==> src/design/bwdif_pkg.sv <==
// Shared types and constants of the BWDIF pixel interpolator.
// No dependencies; the channel interfaces and all modules import this package.
`default_nettype none

package bwdif_pkg;

	localparam int FRAC_BITS = 13;
	localparam int SP_NEAR   = 5077;
	localparam int SP_FAR    = 981;
	localparam int HF_0      = 5570;
	localparam int HF_2      = 3801;
	localparam int HF_4      = 1016;
	localparam int LF_NEAR   = 4309;
	localparam int LF_FAR    = 213;

	localparam int PREV_W = 56;
	localparam int ROWS_W = 32;
	localparam int PIX_W  = 8;
	localparam int MODE_W = 2;

	typedef enum logic [MODE_W-1:0] {
		MODE_EDGE     = 2'd0,
		MODE_INTRA    = 2'd1,
		MODE_TEMPORAL = 2'd2
	} mode_t;

	typedef logic [PIX_W-1:0] pix_t;

	// Taps that the motion limit is formed from.
	typedef struct packed {
		pix_t p0;
		pix_t c0;
		pix_t pab;
		pix_t pbe;
		pix_t up;
		pix_t lo;
		pix_t nab;
		pix_t nbe;
		pix_t pm2;
		pix_t cm2;
		pix_t pp2;
		pix_t cp2;
	} taps_t;

	// Temporal centre, base limit, predictor select and the terms of the spatial widening.
	typedef struct packed {
		pix_t              centre;
		pix_t              base;
		logic              hf_sel;
		logic signed [9:0] udiff;
		logic signed [9:0] ldiff;
		logic signed [9:0] uc;
		logic signed [9:0] lc;
	} lim_t;

endpackage

`default_nettype wire

==> src/design/bwdif_motion.sv <==
// Temporal centre, motion and base motion limit, plus the spatial widening terms.
// Combinational; depends on bwdif_pkg.
`default_nettype none

module bwdif_motion
	import bwdif_pkg::*;
(
	input  var taps_t taps,
	output var lim_t  lim
);

	function automatic pix_t absdiff(input pix_t a, input pix_t b);
		logic [8:0] d;
		d = {1'b0, a} - {1'b0, b};
		return d[8] ? 8'(-d) : d[7:0];
	endfunction

	logic [8:0] sum_c, sum_prev, sum_next, sum_u2, sum_l2;
	pix_t       motion, half_m, half_p, half_n, centre, vdiff;

	always_comb begin
		sum_c    = {1'b0, taps.p0} + {1'b0, taps.c0};
		centre   = sum_c[8:1];
		motion   = absdiff(taps.p0, taps.c0);
		sum_prev = {1'b0, absdiff(taps.pab, taps.up)} + {1'b0, absdiff(taps.pbe, taps.lo)};
		sum_next = {1'b0, absdiff(taps.nab, taps.up)} + {1'b0, absdiff(taps.nbe, taps.lo)};
		half_m   = {1'b0, motion[7:1]};
		half_p   = sum_prev[8:1];
		half_n   = sum_next[8:1];
		vdiff    = absdiff(taps.up, taps.lo);
		sum_u2   = {1'b0, taps.pm2} + {1'b0, taps.cm2};
		sum_l2   = {1'b0, taps.pp2} + {1'b0, taps.cp2};

		lim.centre = centre;
		lim.base   = half_m;
		if (half_p > lim.base) begin
			lim.base = half_p;
		end
		if (half_n > lim.base) begin
			lim.base = half_n;
		end
		lim.hf_sel = vdiff > motion;
		lim.udiff  = $signed({2'b00, sum_u2[8:1]}) - $signed({2'b00, taps.up});
		lim.ldiff  = $signed({2'b00, sum_l2[8:1]}) - $signed({2'b00, taps.lo});
		lim.uc     = $signed({2'b00, centre}) - $signed({2'b00, taps.up});
		lim.lc     = $signed({2'b00, centre}) - $signed({2'b00, taps.lo});
	end

endmodule

`default_nettype wire

==> config.mk <==
export PLATFORM = sky130hd
export DESIGN_NAME = bwdif_motion
export DESIGN_NICKNAME = d
export VERILOG_FILES = /design/src/design/bwdif_pkg.sv /design/src/design/bwdif_motion.sv
export SDC_FILE = /design/constraint.sdc
export NUM_CORES = 1
export LEC_CHECK = 0
export BUFFER_PORTS_ARGS = -buffer_cell sky130_fd_sc_hd__buf_2
export CAP_MARGIN = 20
export CORE_MARGIN = 2
export CORE_UTILIZATION = 50
export DETAILED_ROUTE_END_ITERATION = 10
export GPL_TIMING_DRIVEN = 0
export PLACE_DENSITY = 0.77
export REMOVE_ABC_BUFFERS = 1
export SYNTH_ARGS = -nofsm -noshare
export SYNTH_HDL_FRONTEND = slang
export SYNTH_SLANG_ARGS = --single-unit
==> constraint.sdc <==
create_clock -name vclk -period 7.3
set_input_delay 0.365 -clock vclk [all_inputs]
set_output_delay 0.365 -clock vclk [all_outputs]
set_load 0.005 [all_outputs]
Word level (Yosys, flattened, before mapping)

Index checks and enable logic that the tools add are counted.

Order comparisons: 3
Multiplexer cells: 8
$add $sub $neg: 21

Operator list:

| cell                                          | count |
|---|---|
| 8-bit by 8-bit subtractor with 9-bit output   | 10 |
| 8-bit 2-to-1 mux                              | 8 |
| 8-bit negation                                | 6 |
| 8-bit by 8-bit adder with 9-bit output        | 5 |
| 8-bit > comparator                            | 2 |
| 8-bit by 7-bit > comparator with 1-bit output | 1 |

Word-level logic and storage cells: 32
Bits in registers: 0
Output and inout port bits: 57

Logic depth before layout (Yosys ltp)

Word-level depth: 8
Mapped depth: 33

Worst setup path before layout

Ideal clock, no wire load.

Path type: input-to-output
Start point: input port taps[50] (netlist bit)
End point: output port lim[42] (netlist bit)
Arrival time: 6.157 ns
Data required time: 6.935 ns
Buffers on the path: 1
Stages on the path: 31
Path slack: 0.778 ns
Path through: inv_1 > ha_1 > nor2b_1 > o31a_1 > o31a_1 > o21ai_0 > nand2b_1 > nor2_1 > xnor2_1 > ha_1 > a21oi_1 > a21boi_0 > o21a_1 > o21ai_0 > mux2i_1 > nand4_1 > ha_1 > nand3_1 > nor2_1 > a21o_1 > a31oi_1 > nor2_1 > mux2_2 > ha_1 > and3_1 > a221oi_1 > o21ai_0 > o21ai_0 > clkbuf_1 > nor2_1 > a21oi_1

RTL lines:

| item            | line              | text |
|---|---|---|
| start, declared | bwdif_motion.sv:8 | `input var taps_t taps,` |
| end, declared   | bwdif_motion.sv:9 | `output var lim_t lim` |

==> load_flow_metrics.sql <==
INSERT INTO impl_metrics (metric_group, metric, value, unit) VALUES
('route', 'detail_route.wl_per_cell', '14.2', 'microns'),
('setup_path', 'timing.critical_path.arrival', '6.59', 'ns'),
('route', 'wl_met3', '919', 'microns'),
('synthesis', 'yosys.cell_count.top_type', 'sky130_fd_sc_hd__ha_1', ''),
('route', 'route.final.wire_length', '15600', 'microns'),
('setup_path', 'critPathLaunchType', 'input pin', ''),
('timing', 'timing.setup.tns', '0', 'ns'),
('route', 'dr.pass1.iters', '5', ''),
('worst_hold_path', 'min_path_cells', '4', ''),
('outcome', 'status', 'finished, final reports clean', ''),
('layout', 'drive_gt1_share', '20.0', '%'),
('synthesis', 'synth_top_cells_by_area', 'sky130_fd_sc_hd__ha_1 (30%), sky130_fd_sc_hd__xnor2_1 (10%), sky130_fd_sc_hd__a21oi_1 (6.4%)', ''),
('timing', 'report.final.slew_viol_count', '0', ''),
('route', 'drc_violation_count_after_routing', '0', ''),
('route', 'route.vias.total', '6076', ''),
('run', 'maxCapViolations', '0', ''),
('layout', 'sequential_cell_area', '0', 'sq um'),
('worst_hold_path', 'min-delay-start', 'taps[56]', ''),
('synthesis', 'synthesis.instances', '802', ''),
('layout', 'area_growth', '18.2', '%'),
('timing', 'maxSlewHeadroom', '40.2', '%'),
('power_and_ir_drop', 'power_leakage', '3.58', 'nW'),
('timing', 'report.final.hold_viol_count', '0', ''),
('timing', 'whs', '1.19', 'ns'),
('timing', 'finalCriticalPeriod', '6.95', 'ns'),
('layout', 'nets', '1217', ''),
('route', 'dr_wl_met2', '7020', 'microns'),
('floorplanning', 'floorplan.io_pins', '153', ''),
('setup_path', 'cp_top_family', 'compound AO/OA/AOI/OAI gates', ''),
('placement', 'gp_congestion', '0.900', ''),
('worst_hold_path', 'worstHoldPathType', 'input pin to output port', ''),
('placement', 'post-dp-hpwl', '13400', 'microns'),
('layout', 'layout.cell_area.non_filler', '7060', 'sq um'),
('synthesis', 'synthTopCellsByCount', 'sky130_fd_sc_hd__ha_1 (145), sky130_fd_sc_hd__inv_1 (84), sky130_fd_sc_hd__a21oi_1 (76)', ''),
('worst_hold_path', 'hold_path_end', 'lim[30]', ''),
('route', 'routed.top_layer', 'met4', ''),
('setup_path', 'cpPeakStageDelay', '0.47', 'ns'),
('synthesis', 'synthDistinctLibCells', '44', ''),
('timing', 'setup_violations', '0', ''),
('route', 'met1_routed_wirelength_after_detailed_routing', '7320', 'microns'),
('timing', 'final_critical_path_setup_slack', '0.346', 'ns'),
('power_and_ir_drop', 'power-per-cell-area', '331', 'nW/um^2'),
('route', 'drt_first_iter_violations', '270', ''),
('global_routing', 'grt.overflow.total', '0', ''),
('floorplanning', 'die_height', '113', 'microns'),
('synthesis', 'yosysWarningCount', '0', ''),
('power_and_ir_drop', 'peakVddDrop', '250', 'uV'),
('setup_path', 'cp-end-kind', 'output port', ''),
('setup_path', 'critPathKind', 'input pin to output port', ''),
('floorplanning', 'rows', '39', ''),
('placement', 'detailedPlace.worstSlack', '-0.324', 'ns'),
('global_routing', 'first_global_vias', '5682', ''),
('placement', 'placed_cell_area', '6880', 'sq um'),
('floorplanning', 'area_enclosed_by_the_die_boundary', '12800', 'sq um'),
('setup_path', 'cp_num_buf_inv', '6', ''),
('layout', 'antenna_cells', '0', ''),
('layout', 'multi_input_comb_area', '5680', 'sq um'),
('synthesis', 'syn_area', '5970', 'sq um'),
('global_routing', 'grt_antenna_before_repair', '0', ''),
('floorplanning', 'core_area', '11500', 'sq um'),
('layout', 'fillCellCount', '1101', ''),
('floorplanning', 'initial_utilization', '51.8', '%'),
('floorplanning', 'die-width', '113', 'microns'),
('timing', 'fmaxAchievable', '144', 'MHz'),
('global_routing', 'grt_pass1_wl', '25400', 'microns'),
('setup_path', 'crit_required', '6.93', 'ns'),
('synthesis', 'post_synth.cell_area_avg', '7.44', 'sq um'),
('layout', 'n_sequential_cell', '0', ''),
('placement', 'io_buffers', '153', ''),
('timing', 'layout_worst_path_cycle_share', '95.3', '%'),
('global_routing', 'global_route.usage.total', '23.7', '%'),
('synthesis', 'proportion_of_netlist_area_held_by_the_largest_area_contributor', '30.4', '%'),
('synthesis', 'synth_area_leader_cell', 'sky130_fd_sc_hd__ha_1', ''),
('setup_path', 'critPathSlowestCell', 'sky130_fd_sc_hd__fa_1', ''),
('clock_network', 'cts_hold_buffers', '0', ''),
('setup_path', 'cp_max_fo', '10', ''),
('route', 'antenna_violating_nets_post_route', '0', ''),
('synthesis', 'synth-seq-area-share', '0', '%'),
('layout', 'postLayoutCoreUtil', '61.3', '%'),
('timing', 'worst-slew-pin-transition', '0.897', 'ns'),
('route', 'post_drt_via_cell_ratio', '5.51', ''),
('global_routing', 'pin_count_of_the_biggest_net_entering_global_routing', '12', ''),
('layout', 'clock_buffers', '0', '');
-- worst min-delay path, stage by stage --
cell and delay (ns):
sky130_fd_sc_hd__buf_2 0.17, sky130_fd_sc_hd__ha_1 0.15, sky130_fd_sc_hd__inv_1 0.03, sky130_fd_sc_hd__buf_2 0.11
-- cells in the final DEF, fill, tap and decap left out, types with 5 or more instances in the layout --
master and count:
sky130_fd_sc_hd__mux2i_1 5, sky130_fd_sc_hd__a21oi_1 74, sky130_fd_sc_hd__nor2_1 67, sky130_fd_sc_hd__nor3_1 13
sky130_fd_sc_hd__a31oi_1 6, sky130_fd_sc_hd__fa_1 15, sky130_fd_sc_hd__nor2b_1 20, sky130_fd_sc_hd__o21a_1 22
sky130_fd_sc_hd__o31a_1 19, sky130_fd_sc_hd__nand2_1 30, sky130_fd_sc_hd__ha_1 142, sky130_fd_sc_hd__nand3_1 10
sky130_fd_sc_hd__inv_1 81, sky130_fd_sc_hd__nand2b_1 20, sky130_fd_sc_hd__and2_1 5, sky130_fd_sc_hd__xnor2_1 69
sky130_fd_sc_hd__a21o_1 28, sky130_fd_sc_hd__o21ai_0 59, sky130_fd_sc_hd__buf_2 153, sky130_fd_sc_hd__xor2_1 32
sky130_fd_sc_hd__o21bai_1 21, sky130_fd_sc_hd__buf_4 10
-- power by group --
part           total [mW]  switching, mW  internal [mW]
Clock                   0              0              0
Combinational        2.34           1.22           1.11
Sequential              0              0              0
Total                2.34           1.22           1.11
-- kinds of logic (layout without fill, tap and decap cells) --
| kind of cell | after synthesis | count (layout) | share of synthesized area (%) |
|---|---|---|---|
| buffers and inverters | 92 | 249 | 6.06 |
| adder cells (fa/ha/maj) | 160 | 160 | 35.4 |
| multiplexers | 10 | 10 | 1.84 |
| AND/OR/NAND/NOR | 183 | 183 | 14.8 |
| XOR/XNOR | 101 | 101 | 14.8 |
| AO/OA/AOI/OAI | 256 | 256 | 27.1 |
-- layout make-up --
class,count,share of cell area [%]
Inverter,84,4.63
Multi-Input combinational cell,710,80.5
Tap cell,143,2.54
Timing Repair Buffer,165,12.4
-- worst max-delay path by stage --
| stage | start | end | slack [ns] | cells past startpoint |
|---|---|---|---|---|
| after floorplan | taps[50] | lim[48] | 0.51 | 29 |
| after global placement | taps[50] | lim[48] | -0.66 | 31 |
| after detailed placement | taps[58] | lim[48] | -0.32 | 33 |
| after CTS | taps[58] | lim[48] | 0.02 | 32 |
| after global routing | taps[56] | lim[48] | -0.06 | 33 |
| final | taps[56] | lim[48] | 0.35 | 33 |
-- through the flow --
stage / power, mW / std cells
5_1_grt: 2.62 / 1102
4_1_cts: 2.27 / 1092
2_1_floorplan: 1.52 / 794
6_report: 2.34 / 1102
3_5_place_dp: 2.15 / 1091
3_3_place_gp: 2.09 / 1090
-- routing by layer --
layer | track usage [%] | vias to the layer above
met3 | 2.14 | 19
met1 | 32.0 | 2735
li1 | - | 3143
met5 | 0 | -
met2 | 41.5 | 179
met4 | 4.55 | 0
-- what timing repair did --
action                                  4_1_cts  5_1_grt
endpoints found under the setup margin        7        8
setup buffers                                 1       10
resized for setup                             6       12
pin swaps                                     0        3
endpoints found under the hold margin         0        0
(Power assumes the default switching activity.)
